### src/design/frt_pkg.sv
`timescale 1ns / 1ps
// Types, constants and codes shared by the fragment reassembly tracker.
package frt_pkg;

    localparam int ENTRIES = 8;
    localparam int AW = $clog2(ENTRIES);

    localparam logic [7:0] LIFETIME_RESET = 8'd5;
    localparam int OFFSET_SHIFT = 3;
    localparam logic [11:0] HELD_MAX = 12'hFFF;
    localparam logic [3:0] COUNT_MAX = 4'hF;

    typedef enum logic [2:0] {
        CMD_FIRST = 3'd0,
        CMD_NEXT  = 3'd1,
        CMD_TICK  = 3'd2,
        CMD_FLUSH = 3'd3
    } cmd_e;

    typedef enum logic [3:0] {
        ST_OPENED    = 4'd0,
        ST_APPENDED  = 4'd1,
        ST_COMPLETE  = 4'd2,
        ST_DUP_FIRST = 4'd3,
        ST_DUP_NEXT  = 4'd4,
        ST_ROGUE     = 4'd5,
        ST_MISSED    = 4'd6,
        ST_FULL      = 4'd7,
        ST_UNKNOWN   = 4'd8,
        ST_TICKED    = 4'd9,
        ST_FLUSHED   = 4'd10
    } status_e;

    typedef enum logic [1:0] {
        S_IDLE,
        S_SCAN,
        S_FINISH
    } state_e;

    typedef struct packed {
        logic [2:0]  cmd;
        logic [15:0] sender;
        logic [15:0] tag;
        logic [10:0] dgram_size;
        logic [7:0]  frag_offset;
        logic [7:0]  frag_len;
    } item_t;

    typedef struct packed {
        logic [3:0]  status;
        logic [11:0] reassembled_length;
        logic [3:0]  discarded_count;
        logic        table_empty;
    } result_t;

    typedef struct packed {
        logic [15:0] sender;
        logic [15:0] tag;
        logic [10:0] size;
        logic [11:0] held;
        logic [7:0]  ticks;
    } entry_t;

endpackage

### src/design/fragment_reassembly_tracker.sv
`timescale 1ns / 1ps
// Reassembly context table: one entry memory walked one slot per cycle.
// One word is handled at a time, while busy is high; the next start is
// taken at the edge that ends the done cycle.
// Reset clears the valid bits and the lifetime register (to 5); entry memory is not cleared.
// The receiver cannot stall: done is high for exactly one cycle per result.
module fragment_reassembly_tracker (
    input  logic                clk,
    input  logic                rst_n,
    input  logic                start,
    output logic                busy,
    input  frt_pkg::item_t      item,
    output logic                done,
    output frt_pkg::result_t    result,
    input  logic                cfg_we,
    input  logic [7:0]          cfg_wdata
);
    import frt_pkg::*;

    entry_t mem [ENTRIES];
    entry_t rd_data_reg;
    logic            rd_en;
    logic [AW-1:0]   rd_addr;
    logic            mem_we;
    logic [AW-1:0]   mem_waddr;
    entry_t          mem_wdata;

    state_e state_reg, state_next;
    item_t  item_reg, item_next;
    logic [AW:0]     rd_idx_reg, rd_idx_next;
    logic            p_vld_reg, p_vld_next;
    logic [AW-1:0]   p_idx_reg, p_idx_next;
    logic [ENTRIES-1:0] valid_reg, valid_next;
    logic [ENTRIES-1:0] mask_reg, mask_next;
    logic            dup_reg, dup_next;
    logic            found_reg, found_next;
    logic [AW-1:0]   slot_reg, slot_next;
    entry_t          match_reg, match_next;
    logic            free_reg, free_next;
    logic [AW-1:0]   free_slot_reg, free_slot_next;
    logic [3:0]      count_reg, count_next;
    logic [7:0]      lifetime_reg;
    logic            done_reg, done_next;
    result_t         result_reg, result_next;

    logic            slot_valid;
    logic            sender_hit;
    logic            key_hit;
    logic [7:0]      ticks_dec;
    logic [3:0]      count_inc;
    logic [11:0]     offset_bytes;
    logic [12:0]     held_sum;
    logic [11:0]     held_sat;
    logic [ENTRIES-1:0] valid_fin;

    assign busy   = (state_reg != S_IDLE);
    assign done   = done_reg;
    assign result = result_reg;

    // entry memory, registered read
    always_ff @(posedge clk)
    begin
        if (rd_en)
        begin
            rd_data_reg <= mem[rd_addr];
        end
        if (mem_we)
        begin
            mem[mem_waddr] <= mem_wdata;
        end
    end

    always_ff @(posedge clk or negedge rst_n)
    begin
        if (!rst_n)
        begin
            state_reg    <= S_IDLE;
            valid_reg    <= '0;
            lifetime_reg <= LIFETIME_RESET;
            done_reg     <= 1'b0;
            p_vld_reg    <= 1'b0;
            rd_idx_reg   <= '0;
        end
        else
        begin
            state_reg  <= state_next;
            valid_reg  <= valid_next;
            done_reg   <= done_next;
            p_vld_reg  <= p_vld_next;
            rd_idx_reg <= rd_idx_next;
            if (cfg_we)
            begin
                lifetime_reg <= cfg_wdata;
            end
        end
    end

    always_ff @(posedge clk)
    begin
        item_reg      <= item_next;
        p_idx_reg     <= p_idx_next;
        mask_reg      <= mask_next;
        dup_reg       <= dup_next;
        found_reg     <= found_next;
        slot_reg      <= slot_next;
        match_reg     <= match_next;
        free_reg      <= free_next;
        free_slot_reg <= free_slot_next;
        count_reg     <= count_next;
        result_reg    <= result_next;
    end

    // compare of the slot whose read data is back this cycle
    assign slot_valid = valid_reg[p_idx_reg];
    assign sender_hit = slot_valid && (rd_data_reg.sender == item_reg.sender);
    assign key_hit    = sender_hit && (rd_data_reg.tag == item_reg.tag)
                        && (rd_data_reg.size == item_reg.dgram_size);
    assign ticks_dec  = rd_data_reg.ticks - 8'd1;
    assign count_inc  = (count_reg == COUNT_MAX) ? COUNT_MAX : count_reg + 4'd1;

    assign offset_bytes = {1'b0, item_reg.frag_offset, 3'b000};
    assign held_sum     = {1'b0, match_reg.held} + {5'b0, item_reg.frag_len};
    assign held_sat     = (held_sum > {1'b0, HELD_MAX}) ? HELD_MAX : held_sum[11:0];

    always_comb
    begin
        state_next     = state_reg;
        item_next      = item_reg;
        rd_idx_next    = rd_idx_reg;
        p_vld_next     = 1'b0;
        p_idx_next     = p_idx_reg;
        valid_next     = valid_reg;
        mask_next      = mask_reg;
        dup_next       = dup_reg;
        found_next     = found_reg;
        slot_next      = slot_reg;
        match_next     = match_reg;
        free_next      = free_reg;
        free_slot_next = free_slot_reg;
        count_next     = count_reg;
        done_next      = 1'b0;
        result_next    = result_reg;
        rd_en          = 1'b0;
        rd_addr        = rd_idx_reg[AW-1:0];
        mem_we         = 1'b0;
        mem_waddr      = p_idx_reg;
        mem_wdata      = rd_data_reg;
        valid_fin      = valid_reg;

        unique case (state_reg)
            S_IDLE:
            begin
                if (start)
                begin
                    item_next   = item;
                    rd_idx_next = '0;
                    mask_next   = '0;
                    dup_next    = 1'b0;
                    found_next  = 1'b0;
                    free_next   = 1'b0;
                    count_next  = '0;
                    state_next  = S_SCAN;
                end
            end

            S_SCAN:
            begin
                rd_en      = (rd_idx_reg < (AW+1)'(ENTRIES));
                p_vld_next = rd_en;
                p_idx_next = rd_idx_reg[AW-1:0];
                if (rd_en)
                begin
                    rd_idx_next = rd_idx_reg + (AW+1)'(1);
                end
                if (p_vld_reg)
                begin
                    priority if (item_reg.cmd == CMD_FIRST)
                    begin
                        if (key_hit)
                        begin
                            dup_next = 1'b1;
                        end
                        if (sender_hit)
                        begin
                            mask_next[p_idx_reg] = 1'b1;
                            count_next = count_inc;
                        end
                        // lowest slot that is free once same-sender entries go
                        if ((!slot_valid || sender_hit) && !free_reg)
                        begin
                            free_next      = 1'b1;
                            free_slot_next = p_idx_reg;
                        end
                    end
                    else if (item_reg.cmd == CMD_NEXT)
                    begin
                        if (key_hit && !found_reg)
                        begin
                            found_next = 1'b1;
                            slot_next  = p_idx_reg;
                            match_next = rd_data_reg;
                        end
                    end
                    else if (item_reg.cmd == CMD_TICK)
                    begin
                        if (slot_valid)
                        begin
                            mem_we          = 1'b1;
                            mem_wdata.ticks = ticks_dec;
                            if (ticks_dec == 8'd0)
                            begin
                                valid_next[p_idx_reg] = 1'b0;
                                count_next = count_inc;
                            end
                        end
                    end
                    else if (item_reg.cmd == CMD_FLUSH)
                    begin
                        if (slot_valid)
                        begin
                            valid_next[p_idx_reg] = 1'b0;
                            count_next = count_inc;
                        end
                    end
                    if (!rd_en)
                    begin
                        state_next = S_FINISH;
                    end
                end
            end

            S_FINISH:
            begin
                result_next.reassembled_length = '0;
                result_next.discarded_count    = '0;
                priority if (item_reg.cmd == CMD_FIRST)
                begin
                    if (dup_reg)
                    begin
                        result_next.status = ST_DUP_FIRST;
                    end
                    else
                    begin
                        valid_fin = valid_reg & ~mask_reg;
                        result_next.discarded_count = count_reg;
                        if (free_reg)
                        begin
                            valid_fin[free_slot_reg] = 1'b1;
                            mem_we           = 1'b1;
                            mem_waddr        = free_slot_reg;
                            mem_wdata.sender = item_reg.sender;
                            mem_wdata.tag    = item_reg.tag;
                            mem_wdata.size   = item_reg.dgram_size;
                            mem_wdata.held   = {4'b0, item_reg.frag_len};
                            mem_wdata.ticks  = lifetime_reg;
                            result_next.status = ST_OPENED;
                        end
                        else
                        begin
                            result_next.status = ST_FULL;
                        end
                    end
                end
                else if (item_reg.cmd == CMD_NEXT)
                begin
                    priority if (!found_reg)
                    begin
                        result_next.status = ST_ROGUE;
                    end
                    else if (match_reg.held > offset_bytes)
                    begin
                        result_next.status = ST_DUP_NEXT;
                    end
                    else if (match_reg.held < offset_bytes)
                    begin
                        valid_fin[slot_reg] = 1'b0;
                        result_next.status = ST_MISSED;
                    end
                    else if (held_sat >= {1'b0, match_reg.size})
                    begin
                        valid_fin[slot_reg] = 1'b0;
                        result_next.reassembled_length = held_sat;
                        result_next.status = ST_COMPLETE;
                    end
                    else
                    begin
                        mem_we         = 1'b1;
                        mem_waddr      = slot_reg;
                        mem_wdata      = match_reg;
                        mem_wdata.held = held_sat;
                        result_next.status = ST_APPENDED;
                    end
                end
                else if (item_reg.cmd == CMD_TICK)
                begin
                    result_next.discarded_count = count_reg;
                    result_next.status = ST_TICKED;
                end
                else if (item_reg.cmd == CMD_FLUSH)
                begin
                    result_next.discarded_count = count_reg;
                    result_next.status = ST_FLUSHED;
                end
                else
                begin
                    result_next.status = ST_UNKNOWN;
                end
                valid_next = valid_fin;
                result_next.table_empty = ~|valid_fin;
                done_next  = 1'b1;
                state_next = S_IDLE;
            end

            default:
            begin
                state_next = S_IDLE;
            end
        endcase
    end

`ifndef NO_ASSERTIONS
    a_done_after_busy: assert property (@(posedge clk) disable iff (!rst_n)
        done |-> $past(busy))
        else $error("result strobe without a word in flight");

    a_start_busy: assert property (@(posedge clk) disable iff (!rst_n)
        (start && !busy) |=> busy)
        else $error("accepted word did not raise busy");

    a_flush_empty: assert property (@(posedge clk) disable iff (!rst_n)
        (done && result.status == ST_FLUSHED) |-> result.table_empty)
        else $error("table not empty after flush");

    a_len_only_complete: assert property (@(posedge clk) disable iff (!rst_n)
        (done && result.status != ST_COMPLETE) |-> (result.reassembled_length == '0))
        else $error("length reported without completion");

    a_dup_no_discard: assert property (@(posedge clk) disable iff (!rst_n)
        (done && result.status == ST_DUP_FIRST) |-> (result.discarded_count == '0))
        else $error("duplicate first fragment discarded entries");

    a_finish_drained: assert property (@(posedge clk) disable iff (!rst_n)
        (state_reg == S_FINISH) |-> !p_vld_reg)
        else $error("finish reached with a slot compare pending");
`endif

endmodule
### config.mk
export PLATFORM = sky130hd
export DESIGN_NAME = fragment_reassembly_tracker
export DESIGN_NICKNAME = d
export VERILOG_FILES = /design/src/design/frt_pkg.sv /design/src/design/fragment_reassembly_tracker.sv
export SDC_FILE = /design/constraint.sdc
export NUM_CORES = 1
export LEC_CHECK = 0
export BUFFER_PORTS_ARGS = -buffer_cell sky130_fd_sc_hd__clkbuf_2
export CAP_MARGIN = 10
export CORE_AREA = 2 2 243 245
export CTS_CLUSTER_DIAMETER = 120
export CTS_CLUSTER_SIZE = 16
export DETAILED_ROUTE_END_ITERATION = 12
export DIE_AREA = 0 0 245 247
export PLACE_DENSITY = 0.72
export SYNTH_ARGS = -nofsm -noshare
export SYNTH_HDL_FRONTEND = slang
export SYNTH_SLANG_ARGS = --single-unit
### constraint.sdc
create_clock -name clk -period 8.7 [get_ports clk]
set_input_delay 0.435 -clock clk [delete_from_list [all_inputs] [get_ports clk]]
set_output_delay 0.435 -clock clk [all_outputs]
set_load 0.1 [all_outputs]
==> impl_metrics.tcl, run 1 <==
set metrics [dict create \
    outcome "finished clean" \
    synthesis.area_um2 31700 \
    powerDensity_nw_per_um2 284 \
    finalClockSkew_ns 0.0210 \
    routedWlPerCell_um 25.3 \
    hold_path.class "in -> reg" \
    syn_avg_cell_area_um2 16.8 \
    portBuffers 96 \
    fp.dieH_um 247 \
    async_flop_share_pct 3.15 \
    cts_tree "done" \
    nets 2131 \
    core_um2 58200 \
    grt_pass1_vias 17630 \
    antenna_found_initial 0 \
    ios 97 \
    critPathTopFamily "compound AO/OA/AOI/OAI gates" \
    place.detailed.hpwl_mm 39.6 \
    synthFlopType "edfxtp_1" \
    cts_resized 0 \
    critPathCaptureType "register" \
    drive_gt1_share_pct 20.4 \
    overflow 0 \
    worstMarginPinSlew_ns 1.27 \
    switching_share_pct 29.9 \
    std_cell_rows 89 \
    fillers 4154 \
    fin_cells 2805 \
    cts-root-buf "clkbuf_16" \
    drt_iter0_drc 1777 \
    antennaDiodeCount 0 \
    clk_latency_ns 0.63 \
    critPathMaxStageDelay_ns 0.90 \
    maxCapViolCount 0 \
    cts_buffers 53 \
    cpMaxStageDelayCell "buf_4" \
    ys_ff_latch 761 \
    syn_to_final_growth_pct 11.0 \
    grt_pass1_wl_mm 108 \
    initial_core_util_pct 54.4 \
    syn_nets 1991 \
    setup_viol 0 \
    period_share_pct 80.5 \
    ys_seq_area_share_pct 71.8 \
    place_congestion 0.921 \
    totalWireLength_mm 70.9 \
    die_w_um 245 \
    synth_cell_types 70 \
    avgViaCountPerCell 6.24 \
    switchingPower_w 0.00299 \
    post_cts_buffers 0 \
    placed_cells 2680 \
    crit_chain "ha_1, inv_1, fa_1, nand2b_1, a21oi_1, o31a_1, o21ai_0, a21oi_1, or3b_2, ha_1, and3_1, a41oi_1, o21ai_0, a311o_1, or4_1, buf_4, o21ai_2, a22oi_1, nor3_2, buf_4" \
    dr_total_vias 17497 \
    synth_edf_count 737 \
    ys_warn_count 0 \
    power_frac_clock_pct 22.7 \
    fin_util_pct 60.4 \
    finalMaxSlewViolations 0 \
    largest_reg_flops 504 \
    cp.arrival_ns 7.23 \
    ff_latch_area_um2 22700 \
    multi_input_area_um2 8480 \
    clock-sinks 761 \
    rsz0062_at_grt "no" \
    fmax_mhz 143 \
    die-area_um2 60500 \
    hold_viol 0 \
    combPwrFrac_pct 24.3 \
    hold_buffers 58 \
    crit_type "reg -> reg" \
    syn_inst 1881 \
    grt.total_usage_pct 23.8 \
    h-tree-depth 2 \
    clk_pin_slew_ns 0.07 \
    required_ns 8.93 \
    worst-path-buf-inv 3 \
    grt_max_degree 76 \
    setup.worst_path.start_class "register" \
    seq_power_share_pct 53.0 \
    dr.pass1.iters 5 \
    final_antenna_net_count 0 \
    power.internal_w 0.00701 \
    p_leak_nw 11.5 \
    ir_drop_mv 0.207 \
    drcViolationCount 0 \
    critPathMaxFanout 63 \
    period_minus_slack_ns 7.00 \
    clockBufferDepth 3 \
    relSlewSlack_pct 14.4 \
]
-- Yosys cell counts (17+ instances only) --
cell type,count,area share [%]
nand2_1,148,1.8
buf_1,22,0.26
nor3_1,30,0.47
mux2_2,72,2.6
nand3_1,19,0.30
mux4_2,126,9.0
o22ai_1,17,0.34
nor2_1,76,0.90
xor2_1,17,0.47
a21oi_1,104,1.6
clkbuf_1,64,0.76
dfrtp_1,22,1.7
edfxtp_1,737,70
mux2i_1,17,0.54
o21ai_0,77,1.2
inv_1,48,0.57
xnor2_1,29,0.80
ha_1,35,1.4
-- worst reg2reg max path, cell delays in order (launching register included) --
cell and delay (ns):
edfxtp_1 0.40, ha_1 0.25, inv_1 0.08, fa_1 0.18
nand2b_1 0.16, a21oi_1 0.12, o31a_1 0.29, o21ai_0 0.28
a21oi_1 0.27, or3b_2 0.58, ha_1 0.35, and3_1 0.18
a41oi_1 0.21, o21ai_0 0.12, a311o_1 0.44, or4_1 0.78
buf_4 0.34, o21ai_2 0.16, a22oi_1 0.22, nor3_2 0.26
buf_4 0.90
-- layout by cell type (no fill, tap or decap), types with 21 or more instances in the layout --
| cell | count |
|---|---|
| edfxtp_1 | 737 |
| nand2_1 | 148 |
| mux4_2 | 126 |
| a21oi_1 | 104 |
| clkbuf_2 | 96 |
| o21ai_0 | 77 |
| nor2_1 | 74 |
| mux2_2 | 72 |
| dlygate4sd3_1 | 59 |
| clkbuf_16 | 54 |
| inv_1 | 48 |
| ha_1 | 34 |
| xnor2_1 | 29 |
| nor3_1 | 22 |
| buf_4 | 21 |
-- area by class of cell --
cell class                 count  area share, %
clock buffer                  63           3.94
clock inverter                 3          0.128
inverter                      48          0.513
multi-input combinational    975           24.1
sequential                   761           64.7
tap                          773           2.75
timing repair buffer         182           3.84
-- logic make-up after synthesis --
group / share of synthesized area, %
simple gates: 5.59
fa+ha+maj: 1.45
flops: 71.8
compound gates: 6.09
buf+inv: 1.76
mux: 12.1
xor+xnor: 1.27
-- stage by stage --
step | TNS (ns) | cell area, um2 | power (W) | hold slack [ns] | setup slack [ns]
4_1_cts | 0 | 35100 | 0.0101 | 0.000152 | 1.77
5_1_grt | 0 | 35200 | 0.0105 | 0.00339 | 1.39
3_3_place_gp | 0 | 33100 | 0.00768 | 0.469 | 2.01
3_5_place_dp | 0 | 33100 | 0.00778 | 0.454 | 1.75
6_report | 0 | 35200 | 0.00999 | 0.0274 | 1.70
2_1_floorplan | -130.52 | 31700 | 0.00700 | 0.139 | -0.421
-- power by group through the flow --
stage          clock [W]  sequential (W)  combinational (W)
2_1_floorplan          0         0.00512            0.00188
3_3_place_gp           0         0.00535            0.00232
3_5_place_dp           0         0.00537            0.00241
4_1_cts          0.00232         0.00530            0.00244
5_1_grt          0.00245         0.00535            0.00266
6_report         0.00227         0.00530            0.00243
-- per-layer routing --
metal	GRT usage [%]	wire length [um]
met1	33.4	29400
met2	39.9	35000
met5	0	0
met4	5.85	1530
met3	3.35	4990
-- worst paths after layout --
kind                       slack [ns]                   endpoint                      from  cells past startpoint
max                              1.70       mem[6][42]$_DFFE_PP_     item_reg[0]$_DFFE_PP_                     20
max reg2reg                      1.70       mem[6][42]$_DFFE_PP_     item_reg[0]$_DFFE_PP_                     20
min in group asynchronous        0.37   valid_reg[4]$_DFFE_PN0P_                     rst_n                      2
min reg2reg                      0.48     match_reg[9]$_DFFE_PP_  rd_data_reg[9]$_DFFE_PP_                      0
max in group asynchronous        7.85  rd_idx_reg[2]$_DFFE_PN0P_                     rst_n                      2
min                              0.03     item_reg[10]$_DFFE_PP_                  item[10]                      1
Note: power is estimated with default switching activity, not from simulation.
==> run 2, diff against run 1 <==
Settings changed: ABC_AREA set to 1, CORE_AREA 2 2 243 245 to 2 2 247 249, DIE_AREA 0 0 245 247 to 0 0 249 251.
Clock period 8.7 ns to 6 ns, I/O delays scaled along.
==> run 2 against run 1 <==
Net effect:
- flip-flop and latch count stayed put
- worst setup slack got worse by 1.2 ns
- utilization is 0.065 points lower
- global-route usage up 1.9 points
- design area up 2.6%
- combinational power increased by 130%
- final cell count up 32%
- count of clock-buffer cells in the layout stayed put
- power up 70%
- die area grew 3.3%
- register-to-register slack worse by 1.2 ns
- first-iteration DRC count up 49%
- critical path type unchanged
==> impl_metrics.tcl, run 2 <==
set metrics [dict create \
    outcome "finished clean" \
    final_antenna_net_count 0 \
    nets 3028 \
    rsz0062_at_grt "no" \
    cts_tree "done" \
    die_w_um 249 \
    hold_path.class "in -> reg" \
    syn_nets 2927 \
    hold_viol 0 \
    grt.total_usage_pct 25.8 \
    cts_resized 0 \
    ys_top_cells_by_area "edfxtp_1 68%, o21ai_0 6.7%, nor2_1 6.3%, a21oi_1 2.3%, inv_1 2.2%" \
    syn_inst 2817 \
    std_cell_rows 90 \
    dr.pass1.iters 6 \
    period_minus_slack_ns 5.54 \
    place_ws_ns 0.509 \
    finalMaxSlewViolations 0 \
    fillers 4588 \
    largest_reg_flops 504 \
    avgViaCountPerCell 5.97 \
    rr_startpoint "item_reg[0]$_DFFE_PP_" \
    reg2reg_depth 31 \
    routedWlPerCell_um 21.8 \
    netlist_top_cells_count "737 x edfxtp_1, 545 x nor2_1, 436 x o21ai_0" \
    power.total_w 0.0170 \
    ff_latch_area_um2 22700 \
    grt_pass1_wl_mm 125 \
    relSlewSlack_pct 24.1 \
    synth_largest_area_cell "edfxtp_1" \
    final_common_cell "edfxtp_1" \
    crit_type "reg -> reg" \
    fp.dieH_um 251 \
    holdPathStages 2 \
    maxCapViolCount 0 \
    grt_pass1_vias 21312 \
    overflow 0 \
    critPathCaptureType "register" \
    synthFlopType "edfxtp_1" \
    powerDensity_nw_per_um2 471 \
    min-delay-start "cfg_we" \
    post-synth-top-area-fraction_pct 67.9 \
    totalWireLength_mm 80.8 \
    critPathMaxFanout 23 \
    holdPathEnd "lifetime_reg[2]$_DFFE_PN1P_" \
    clk_latency_ns 0.62 \
    synthesis.area_um2 32600 \
    core_um2 59800 \
    drive_gt1_share_pct 8.06 \
    synth_cell_types 54 \
    synth_edf_count 737 \
    placed_area_um2 34000 \
    ys_ff_latch 761 \
    holdWs_ns 0.0632 \
    setup_viol 0 \
    syn_avg_cell_area_um2 11.6 \
    drcViolationCount 0 \
    cpMaxStageDelayCell "nor2_4" \
    cts-root-buf "clkbuf_16" \
    async_flop_share_pct 3.15 \
    required_ns 6.31 \
    placed_cells 3574 \
    fin_area_um2 36100 \
    ys_seq_area_share_pct 69.8 \
    fin_cells 3711 \
    fmax_mhz 180 \
    multi_input_area_um2 8570 \
    place_congestion 0.884 \
    clk_pin_slew_ns 0.07 \
    cp.arrival_ns 5.85 \
    worstMarginPinSlew_ns 1.14 \
    crit_top_cell "nand2_1" \
    antenna_found_initial 1 \
    yosysMostFrequentCell "edfxtp_1" \
    p_leak_nw 12.5 \
    grt_max_degree 195 \
    cts_buffers 53 \
    ir_drop_mv 0.313 \
    clockBufferDepth 3 \
    clock-sinks 761 \
    initial_core_util_pct 54.5 \
    critPathMaxStageDelay_ns 0.62 \
    layout_common_cells "737 x edfxtp_1, 533 x nor2_1, 436 x o21ai_0, 183 x inv_1, 179 x nand2_1" \
    die-area_um2 62500 \
    period_share_pct 92.3 \
    finalWorstSetupSlack_ns 0.460 \
    ios 97 \
    ys_warn_count 0 \
    syn_to_final_growth_pct 10.6 \
    dr_total_vias 22170 \
    place.detailed.hpwl_mm 48.4 \
    reg2reg_to "mem[6][33]$_DFFE_PP_" \
    antennaDiodeCount 0 \
    h-tree-depth 2 \
    drt_iter0_drc 2640 \
    portBuffers 96 \
    setup.worst_path.start_class "register" \
    rrSetupSlack_ns 0.46 \
    finalClockSkew_ns 0.0150 \
]
==> run 2: worst max path at each step <==
stage                           from  depth (start not counted)  slack (ns)                   end
6_report       item_reg[0]$_DFFE_PP_                         31        0.46  mem[6][33]$_DFFE_PP_
5_1_grt        item_reg[0]$_DFFE_PP_                         31        0.01  mem[6][51]$_DFFE_PP_
4_1_cts        item_reg[0]$_DFFE_PP_                         31        0.49  mem[7][45]$_DFFE_PP_
3_5_place_dp   item_reg[0]$_DFFE_PP_                         31        0.51  mem[7][54]$_DFFE_PP_
3_3_place_gp   item_reg[0]$_DFFE_PP_                         31        0.64  mem[4][58]$_DFFE_PP_
2_1_floorplan  item_reg[0]$_DFFE_PP_                         33       -0.36   mem[6][0]$_DFFE_PP_
==> run 2: area by class of cell <==
| type | count | share of cell area [%] |
|---|---|---|
| inverter | 193 | 2.04 |
| sequential | 761 | 63.1 |
| tap | 782 | 2.71 |
| clock inverter | 3 | 0.0729 |
| multi-input combinational | 1703 | 23.8 |
| clock buffer | 63 | 3.78 |
| timing repair buffer | 206 | 4.53 |
==> run 2: metal layers <==
layer / routed length, um / part of all wire [%] / global-route usage (%) / vias to the layer above
met5: 0 / 0 / 0 / -
met4: 2230 / 2.8 / 8.87 / 0
met3: 6540 / 8.1 / 3.37 / 135
met2: 37600 / 47 / 40.8 / 962
met1: 34400 / 43 / 37.2 / 10836
li1: - / - / - / 10237
==> run 2: power by group <==
group | switching, W | internal [W]
clock network | 0.00168 | 0.00159
registers | 0.000629 | 0.00748
logic | 0.00417 | 0.00143
total | 0.00648 | 0.0105
==> run 2: timing repair <==
item | CTS | global route
hold buffers | 71 | 0
endpoints found under the hold margin | 92 | 0
buffers inserted | 0 | 0
==> run 2: worst max-delay path: cells and delay by family, from the launching register on <==
kind                       cells  cell delay (ns)
AOI/OAI and AO/OA              2             0.58
adders and majority gates      3             0.72
buffers and inverters          5             0.63
DFF                            1             0.42
and+or+nand+nor               21             2.82
==> run 2: metrics by stage <==
stage | setup TNS (ns) | util [%]
final | 0 | 60.3
after global routing | 0 | 60.3
after CTS | 0 | 60.3
after detailed placement | 0 | 56.8
after global placement | 0 | 56.8
after floorplan | -177.46 | -
==> run 2: logic make-up after synthesis <==
family	Yosys count	share of synthesized area [%]
xor gates and xnor gates	45	1.21
DFF	761	69.8
and+or+nand+nor	845	10.4
buffers and inverters	353	4.23
AOI/OAI and AO/OA	777	13.0
adders and majority gates	36	1.41
